--- config.mk ---
export PLATFORM = sky130hd
export DESIGN_NAME = der_tlv_header_walker_unit
export DESIGN_NICKNAME = d
export VERILOG_FILES = /design/src/rtl/core/dtw_pkg.sv /design/src/rtl/core/dtw_step.sv /design/src/rtl/core/der_tlv_header_walker_unit.sv
export SDC_FILE = /design/constraint.sdc
export NUM_CORES = 1
export LEC_CHECK = 0
export ABC_AREA = 1
export BUFFER_PORTS_ARGS = -buffer_cell sky130_fd_sc_hd__buf_2
export CAP_MARGIN = 20
export CORE_MARGIN = 2
export CORE_UTILIZATION = 25
export CTS_CLUSTER_DIAMETER = 200
export DETAILED_ROUTE_END_ITERATION = 6
export GPL_ROUTABILITY_DRIVEN = 1
export SLEW_MARGIN = 25
export SYNTH_ARGS = -nofsm -noshare
export SYNTH_HDL_FRONTEND = slang
export SYNTH_SLANG_ARGS = --single-unit
--- constraint.sdc ---
create_clock -name clk_i -period 14.6 [get_ports clk_i]
set_clock_uncertainty 0.2 [all_clocks]
set_input_delay 2.92 -clock clk_i [delete_from_list [all_inputs] [get_ports clk_i]]
set_output_delay 2.92 -clock clk_i [all_outputs]
set_load 0.1 [all_outputs]
--- src/rtl/core/dtw_pkg.sv ---
package dtw_pkg;

  // Field widths
  localparam int unsigned BYTE_W   = 8;
  localparam int unsigned WORD_W   = 32;
  // Decoded length holds up to 2^32 (saturated), so one bit above a word
  localparam int unsigned ACC_W    = WORD_W + 1;
  localparam int unsigned STATUS_W = 3;

  // Default maximum number of long-form length octets
  localparam int unsigned MAX_LENGTH_OCTETS_DEF = 4;

  // Identifier and length octet codes
  localparam logic [4:0] TAG_NUM_HIGH  = 5'h1F;  // low five bits all set: high tag form
  localparam int unsigned LEN_CNT_W    = 7;      // length octet count in long form
  localparam logic [ACC_W-1:0] ACC_SAT = {1'b1, {WORD_W{1'b0}}};

  // Stream packing
  localparam int unsigned S_TDATA_W = BYTE_W;
  localparam int unsigned M_TDATA_W = 72;  // 8 + 32 + 32 bits, whole bytes

  typedef enum logic [1:0] {
    PH_TAG,
    PH_LEN,
    PH_LENOCT,
    PH_CONTENT
  } phase_e;

  typedef enum logic [STATUS_W-1:0] {
    ST_OK      = 3'd0,
    ST_HIGHTAG = 3'd1,
    ST_INDEF   = 3'd2,
    ST_TOOLONG = 3'd3,
    ST_OVERRUN = 3'd4
  } status_e;

  // Walker state, except the length octet counter whose width is a parameter
  typedef struct packed {
    phase_e             phase;
    logic [WORD_W-1:0]  byte_pos;
    logic [WORD_W-1:0]  bytes_rem;
    logic [ACC_W-1:0]   accum;
    logic [BYTE_W-1:0]  held_tag;
    logic [WORD_W-1:0]  skip_left;
    logic               err;
  } walk_state_t;

  // One result of a processed byte
  typedef struct packed {
    logic               valid;
    logic [BYTE_W-1:0]  tag;
    logic [WORD_W-1:0]  length;
    logic [WORD_W-1:0]  offset;
    status_e            status;
    logic               done;
  } walk_result_t;

endpackage

--- src/rtl/core/dtw_step.sv ---
module dtw_step
  import dtw_pkg::*;
#(
  parameter int unsigned MAX_LENGTH_OCTETS = MAX_LENGTH_OCTETS_DEF,
  parameter int unsigned LL_W = $clog2(MAX_LENGTH_OCTETS + 1)
) (
  input  walk_state_t        state_i,
  input  logic [LL_W-1:0]    len_left_i,
  input  logic [WORD_W-1:0]  region_length_i,
  input  logic [BYTE_W-1:0]  data_byte_i,
  input  logic               region_start_i,
  output walk_state_t        state_o,
  output logic [LL_W-1:0]    len_left_o,
  output walk_result_t       result_o
);

  localparam logic [LEN_CNT_W-1:0] MaxCnt = LEN_CNT_W'(MAX_LENGTH_OCTETS);

  walk_state_t          s;
  logic [LL_W-1:0]      ll;
  logic [WORD_W-1:0]    left;
  logic [LEN_CNT_W-1:0] cnt;
  logic [ACC_W-1:0]     acc_shift;
  logic [ACC_W-1:0]     fin_len;
  logic                 do_fin;

  // Region start clears the walk before the byte is looked at
  always_comb begin
    s  = state_i;
    ll = len_left_i;
    if (region_start_i) begin
      s.err       = 1'b0;
      s.byte_pos  = '0;
      s.bytes_rem = region_length_i;
      s.phase     = PH_TAG;
      s.accum     = '0;
      s.skip_left = '0;
      ll          = '0;
    end
  end

  assign left = s.bytes_rem - WORD_W'(1);
  assign cnt  = data_byte_i[LEN_CNT_W-1:0];

  // Next long-form accumulator, saturating at 2^32
  assign acc_shift = (s.accum[ACC_W-1:WORD_W-BYTE_W] != '0) ? ACC_SAT
                   : {1'b0, s.accum[WORD_W-BYTE_W-1:0], data_byte_i};

  // Per-byte parse
  always_comb begin
    state_o    = s;
    len_left_o = ll;
    result_o   = '0;
    result_o.status = ST_OK;
    do_fin     = 1'b0;
    fin_len    = s.accum;

    if (!s.err && s.bytes_rem != '0) begin
      unique case (s.phase)
        PH_TAG: begin
          state_o.held_tag = data_byte_i;
          if (data_byte_i[4:0] == TAG_NUM_HIGH) begin
            result_o.valid  = 1'b1;
            result_o.tag    = data_byte_i;
            result_o.status = ST_HIGHTAG;
            state_o.err     = 1'b1;
          end else if (left == '0) begin
            result_o.valid  = 1'b1;
            result_o.tag    = data_byte_i;
            result_o.status = ST_OVERRUN;
            state_o.err     = 1'b1;
          end else begin
            state_o.phase = PH_LEN;
          end
        end
        PH_LEN: begin
          if (!data_byte_i[BYTE_W-1]) begin
            // short form
            fin_len       = ACC_W'(data_byte_i);
            state_o.accum = fin_len;
            do_fin        = 1'b1;
          end else if (cnt == '0) begin
            result_o.valid  = 1'b1;
            result_o.tag    = s.held_tag;
            result_o.status = ST_INDEF;
            state_o.err     = 1'b1;
          end else if (cnt > MaxCnt) begin
            result_o.valid  = 1'b1;
            result_o.tag    = s.held_tag;
            result_o.status = ST_TOOLONG;
            state_o.err     = 1'b1;
          end else if (left < WORD_W'(cnt)) begin
            result_o.valid  = 1'b1;
            result_o.tag    = s.held_tag;
            result_o.status = ST_OVERRUN;
            state_o.err     = 1'b1;
          end else begin
            len_left_o    = LL_W'(cnt);
            state_o.accum = '0;
            state_o.phase = PH_LENOCT;
          end
        end
        PH_LENOCT: begin
          fin_len       = acc_shift;
          state_o.accum = acc_shift;
          len_left_o    = ll - LL_W'(1);
          do_fin        = (len_left_o == '0);
        end
        PH_CONTENT: begin
          state_o.skip_left = s.skip_left - WORD_W'(1);
          if (state_o.skip_left == '0) begin
            state_o.phase = PH_TAG;
          end
        end
        default: ;
      endcase

      // Header complete: check the content against what is left
      if (do_fin) begin
        if (fin_len > {1'b0, left}) begin
          result_o.valid  = 1'b1;
          result_o.tag    = s.held_tag;
          result_o.status = ST_OVERRUN;
          state_o.err     = 1'b1;
        end else begin
          result_o.valid    = 1'b1;
          result_o.tag      = s.held_tag;
          result_o.length   = fin_len[WORD_W-1:0];
          result_o.offset   = s.byte_pos + WORD_W'(1);
          result_o.status   = ST_OK;
          result_o.done     = (fin_len == {1'b0, left});
          state_o.skip_left = fin_len[WORD_W-1:0];
          state_o.phase     = (fin_len == '0) ? PH_TAG : PH_CONTENT;
        end
      end

      state_o.bytes_rem = left;
      state_o.byte_pos  = s.byte_pos + WORD_W'(1);
    end
  end

endmodule

--- src/rtl/core/der_tlv_header_walker_unit.sv ---
// Channel   | Dir | tdata (low bit up)                      | tuser         | tlast
// s_axis    | in  | data_byte[7:0]                          | region_start  | -
// m_axis    | out | tag_octet, content_length, content_off. | status[2:0]   | region_done
// cfg       | in  | region_length[31:0] on cfg_we_i         | -             | -
//
// One byte per cycle sustained while results are taken; a byte passes the
// input register, then the result register.
// The whole per-byte parse sits between the input register and the result register.
// Reset clears the walk state, region length and both valid flags.
// A full result register that is not taken stalls the byte in the input register.
module der_tlv_header_walker_unit
  import dtw_pkg::*;
#(
  parameter int unsigned MAX_LENGTH_OCTETS = MAX_LENGTH_OCTETS_DEF
) (
  input  logic                 clk_i,
  input  logic                 rst_ni,
  // configuration
  input  logic                 cfg_we_i,
  input  logic [WORD_W-1:0]    cfg_wdata_i,
  // byte stream in
  input  logic                 s_axis_tvalid,
  output logic                 s_axis_tready,
  input  logic [S_TDATA_W-1:0] s_axis_tdata,   // [7:0] data_byte
  input  logic                 s_axis_tuser,   // [0] region_start
  // header results out
  output logic                 m_axis_tvalid,
  input  logic                 m_axis_tready,
  output logic [M_TDATA_W-1:0] m_axis_tdata,   // [7:0] tag_octet, [39:8] content_length,
                                               // [71:40] content_offset
  output logic [STATUS_W-1:0]  m_axis_tuser,   // [2:0] status
  output logic                 m_axis_tlast    // region_done
);

  localparam int unsigned LL_W = $clog2(MAX_LENGTH_OCTETS + 1);

  logic [WORD_W-1:0] region_len_q;
  logic              in_valid_q;
  logic [BYTE_W-1:0] in_byte_q;
  logic              in_start_q;
  walk_state_t       st_q, st_d;
  logic [LL_W-1:0]   len_left_q, len_left_d;
  walk_result_t      res_d;
  logic              out_valid_q;
  walk_result_t      out_q;
  logic              adv;

  // Byte in the input register moves on when the result register is free or its result is taken
  assign adv           = in_valid_q && (!out_valid_q || m_axis_tready);
  assign s_axis_tready = !in_valid_q || adv;

  // Region length register
  always_ff @(posedge clk_i or negedge rst_ni) begin
    if (!rst_ni) begin
      region_len_q <= '0;
    end else if (cfg_we_i) begin
      region_len_q <= cfg_wdata_i;
    end
  end

  // Input register
  always_ff @(posedge clk_i or negedge rst_ni) begin
    if (!rst_ni) begin
      in_valid_q <= 1'b0;
    end else if (s_axis_tready) begin
      in_valid_q <= s_axis_tvalid;
    end
  end

  always_ff @(posedge clk_i) begin
    if (s_axis_tready && s_axis_tvalid) begin
      in_byte_q  <= s_axis_tdata[BYTE_W-1:0];
      in_start_q <= s_axis_tuser;
    end
  end

  // Per-byte parse
  dtw_step #(
    .MAX_LENGTH_OCTETS(MAX_LENGTH_OCTETS),
    .LL_W             (LL_W)
  ) u_step (
    .state_i        (st_q),
    .len_left_i     (len_left_q),
    .region_length_i(region_len_q),
    .data_byte_i    (in_byte_q),
    .region_start_i (in_start_q),
    .state_o        (st_d),
    .len_left_o     (len_left_d),
    .result_o       (res_d)
  );

  // Walk state; all zero means tag phase
  always_ff @(posedge clk_i or negedge rst_ni) begin
    if (!rst_ni) begin
      st_q       <= '0;
      len_left_q <= '0;
    end else if (adv) begin
      st_q       <= st_d;
      len_left_q <= len_left_d;
    end
  end

  // Result register
  always_ff @(posedge clk_i or negedge rst_ni) begin
    if (!rst_ni) begin
      out_valid_q <= 1'b0;
    end else if (adv) begin
      out_valid_q <= res_d.valid;
    end else if (m_axis_tready) begin
      out_valid_q <= 1'b0;
    end
  end

  always_ff @(posedge clk_i) begin
    if (adv && res_d.valid) begin
      out_q <= res_d;
    end
  end

  assign m_axis_tvalid = out_valid_q;
  assign m_axis_tdata  = {out_q.offset, out_q.length, out_q.tag};
  assign m_axis_tuser  = out_q.status;
  assign m_axis_tlast  = out_q.done;

  // Content phase always has bytes left to skip
  a_content_nonzero : assert property (@(posedge clk_i) disable iff (!rst_ni)
    st_q.phase == PH_CONTENT |-> st_q.skip_left != '0)
    else $error("content phase with zero skip count");

  // A held error suppresses results until a region start
  a_error_silent : assert property (@(posedge clk_i) disable iff (!rst_ni)
    adv && st_q.err && !in_start_q |=> !m_axis_tvalid)
    else $error("result emitted while error is held");

  // A good header always points past its own header bytes
  a_ok_offset : assert property (@(posedge clk_i) disable iff (!rst_ni)
    m_axis_tvalid && out_q.status == ST_OK |-> out_q.offset != '0)
    else $error("good header with zero content offset");

  // A stalled byte stays in the input register
  a_in_hold : assert property (@(posedge clk_i) disable iff (!rst_ni)
    in_valid_q && !adv |=> in_valid_q && $stable(in_byte_q) && $stable(in_start_q))
    else $error("stalled input byte lost");

endmodule
==> impl_metrics.py <==
metrics = {
    "synthesis": {
        "ys_ff_latch": 262,
        "synth_cell_types": 53,
        "synth_nets": 2754,
        "seq_area_frac_synth_pct": 37.57,
        "synth-main-ff-cell": "dfrtp_1",
        "yosysWarnings": 0,
        "async_flop_share_pct": 67.56,
        "synth-edff-count": 85,
        "postSynthCellCount": 2661,
        "netlist_area_mm2": 0.01858,
        "avgSynthCellArea_um2": 6.983,
    },
    "drt": {
        "drt_iter0_markers": 1605,
        "drt-wirelength-per-cell_um": 16.00,
        "vias": 17600,
        "routed_wl_um": 59330,
        "ant_nets": 0,
        "drtPass1Iterations": 6,
        "vias_per_cell": 4.747,
        "drc": 0,
    },
    "timing": {
        "setup_slack_ns": 7.302,
        "slew_violations": 0,
        "fmax_mhz": 137.0,
        "rsz0062_at_grt": "false",
        "slew_headroom_pct": 34.65,
        "worstMarginPinSlew_ns": 0.9802,
        "fin_tns_setup_ns": 0,
        "setup_viol_count_final": 0,
        "hold_viol": 0,
        "hold-worst-slack_ns": 0.2748,
        "min_period_ns": 7.298,
        "finalCritPeriodShare_pct": 49.99,
    },
    "setup_path": {
        "worstPathMaxFanout": 38,
        "startpoint_type": "flop",
        "worstPathArrival_ns": 7.54,
        "worstReg2RegStart": "in_start_q",
        "cp.required_ns": 14.84,
        "end_kind": "flop",
        "r2r_cells": 28,
        "slowest_stage": "nor2_1",
        "path_common_cell": "nand2_1",
        "ff2ff_setup_slack_ns": 7.30,
        "worstReg2RegEnd": "st_q[138]",
        "critPathKind": "reg2reg",
        "critPathMaxStageDelay_ns": 0.83,
    },
    "placed_design": {
        "place_ws_ns": 7.497,
        "routabilityCongestion": 0.9171,
        "place_area_mm2": 0.01994,
        "dp_hpwl_um": 42120,
        "dpl.cell_count": 3640,
        "port_buffers": 123,
    },
    "run": {
        "drv_cap": 0,
    },
    "global_route": {
        "grt_pass1_vias": 16610,
        "grt_overflow_total": 0,
        "grt_max_degree": 81,
        "grt_use_total_pct": 15.13,
        "grt_pass1_wl_um": 92960,
        "antenna_found_initial": 5,
    },
    "die": {
        "fp.dieW_um": 276.6,
        "ios": 124,
        "fp.dieArea_mm2": 0.07653,
        "start_util_pct": 25.34,
        "core_area_mm2": 0.07333,
        "die_h_um": 276.6,
        "rows": 99,
    },
    "clocking": {
        "hold_buffers": 0,
        "cts_inserted_buffers": 36,
        "cts_max_level": 2,
        "cts_tree": "yes",
        "ctsRootBufferMaster": "clkbuf_16",
        "clock-sinks": 262,
        "cts_buffer_depth": 3,
        "postCtsSetupBuffers": 0,
        "clk_latency_ns": 0.56,
        "ctsResizeCount": 0,
        "clk_pin_slew_worst_paths_ns": 0.06,
    },
    "min_path": {
        "hold_path_class": "reg2reg",
        "hold_path_end": "st_q[133]",
        "min_path_cells": 2,
        "hp-start": "st_q[133]",
    },
    "layout": {
        "instances_no_fill": 3707,
        "drive_above_1_share_pct": 13.21,
        "area_growth_pct": 13.48,
        "final_area_mm2": 0.02109,
        "layout.nets": 2812,
        "final_util_pct": 28.76,
    },
    "run_status": {
        "outcome": "finished clean",
    },
    "power": {
        "vdd_drop_max_mv": 0.08624,
        "p_per_area_mw_per_mm2": 169.8,
        "power_mw": 3.581,
        "leakage_nw": 9.894,
    },
}
[state kept, by name, summed over array words and instances, names as in the netlist]
name and count:
st_q 140, m_axis_tdata 72, region_len_q 32, in_byte_q 8, len_left_q 3, m_axis_tuser 3
in_start_q 1, in_valid_q 1, m_axis_tlast 1, m_axis_tvalid 1
[kinds of logic after synthesis]
kind of cell | share of synthesized area (%)
adder cells (fa/ha/maj) | 3.165
multiplexers | 0.3636
XOR/XNOR | 2.020
flip-flops | 37.57
AND/OR/NAND/NOR | 30.98
buffers and inverters | 11.50
AO/OA/AOI/OAI | 14.40
[worst max-delay path: cells and delay by family (launching register included)]
kind,cells,cell delay (ns)
DFF,1,0.40
and+or+nand+nor,16,3.01
adders and majority gates,2,1.05
buffers and inverters,7,2.01
AOI/OAI and AO/OA,3,0.46
[cells in the final DEF (no fill, tap or decap), drive strengths merged, types with 47 or more instances in the layout]
| master | synthesis | routed |
|---|---|---|
| a21oi | 143 | 143 |
| nand3 | 167 | 167 |
| inv | 395 | 400 |
| nor2 | 331 | 331 |
| nand2 | 685 | 685 |
| o21ai | 252 | 252 |
| buf | 55 | 141 |
| ha | 47 | 47 |
| nand4 | 68 | 68 |
| edfxtp | 85 | 85 |
| dfrtp | 177 | 177 |
[synthesized netlist by cell type, drive strengths merged (9+ instances only)]
master  count  share of area [%]
a21oi     143                4.4
a22oi      20               0.81
a31oi      13               0.54
buf        55                2.1
clkbuf     67                1.4
dfrtp     177                 24
edfxtp     85                 14
ha         47                3.2
inv       395                8.0
nand2     685                 14
nand3     167                4.7
nand4      68                2.3
nor2      331                7.4
nor3       27               0.81
nor4        9               0.48
o211ai     13               0.53
o21ai     252                7.0
o22ai      19               0.64
or2        21               0.71
xor2       37                1.8
[layer usage]
layer / GRT usage (%) / vias up / share of wire (%) / routed length (um)
li1: - / 8723 / - / -
met1: 19.58 / 8170 / 44 / 26090
met2: 24.95 / 570 / 46 / 27310
met3: 2.354 / 127 / 5.8 / 3469
met4: 6.675 / 8 / 4.1 / 2419
met5: 0 / - / 0.067 / 40
[where the power goes]
part	switching (mW)	internal (mW)
Sequential	0.0953	0.970
Combinational	1.20	0.449
Clock	0.366	0.495
Total	1.67	1.91
[cell type report]
cell class / instances / area [um2]
Multi-Input combinational cell: 1879 / 9490
Antenna cell: 1 / 2.502
Inverter: 398 / 1498
Clock inverter: 23 / 148.9
Fill cell: 8120 / 52240
Timing Repair Buffer: 142 / 767.0
Tap cell: 959 / 1200
Sequential cell: 262 / 6982
Clock buffer: 43 / 999.7
[worst max-delay path by stage]
| stage | start | endpoint | slack, ns |
|---|---|---|---|
| after floorplan | m_axis_tready | s_axis_tready | 7.75 |
| after global routing | in_start_q | st_q[139] | 6.72 |
| after detailed placement | in_start_q | st_q[138] | 7.50 |
| after CTS | in_start_q | st_q[138] | 7.47 |
| after global placement | in_start_q | st_q[139] | 7.82 |
| final | in_start_q | st_q[138] | 7.30 |
(Power assumes the default switching activity.)
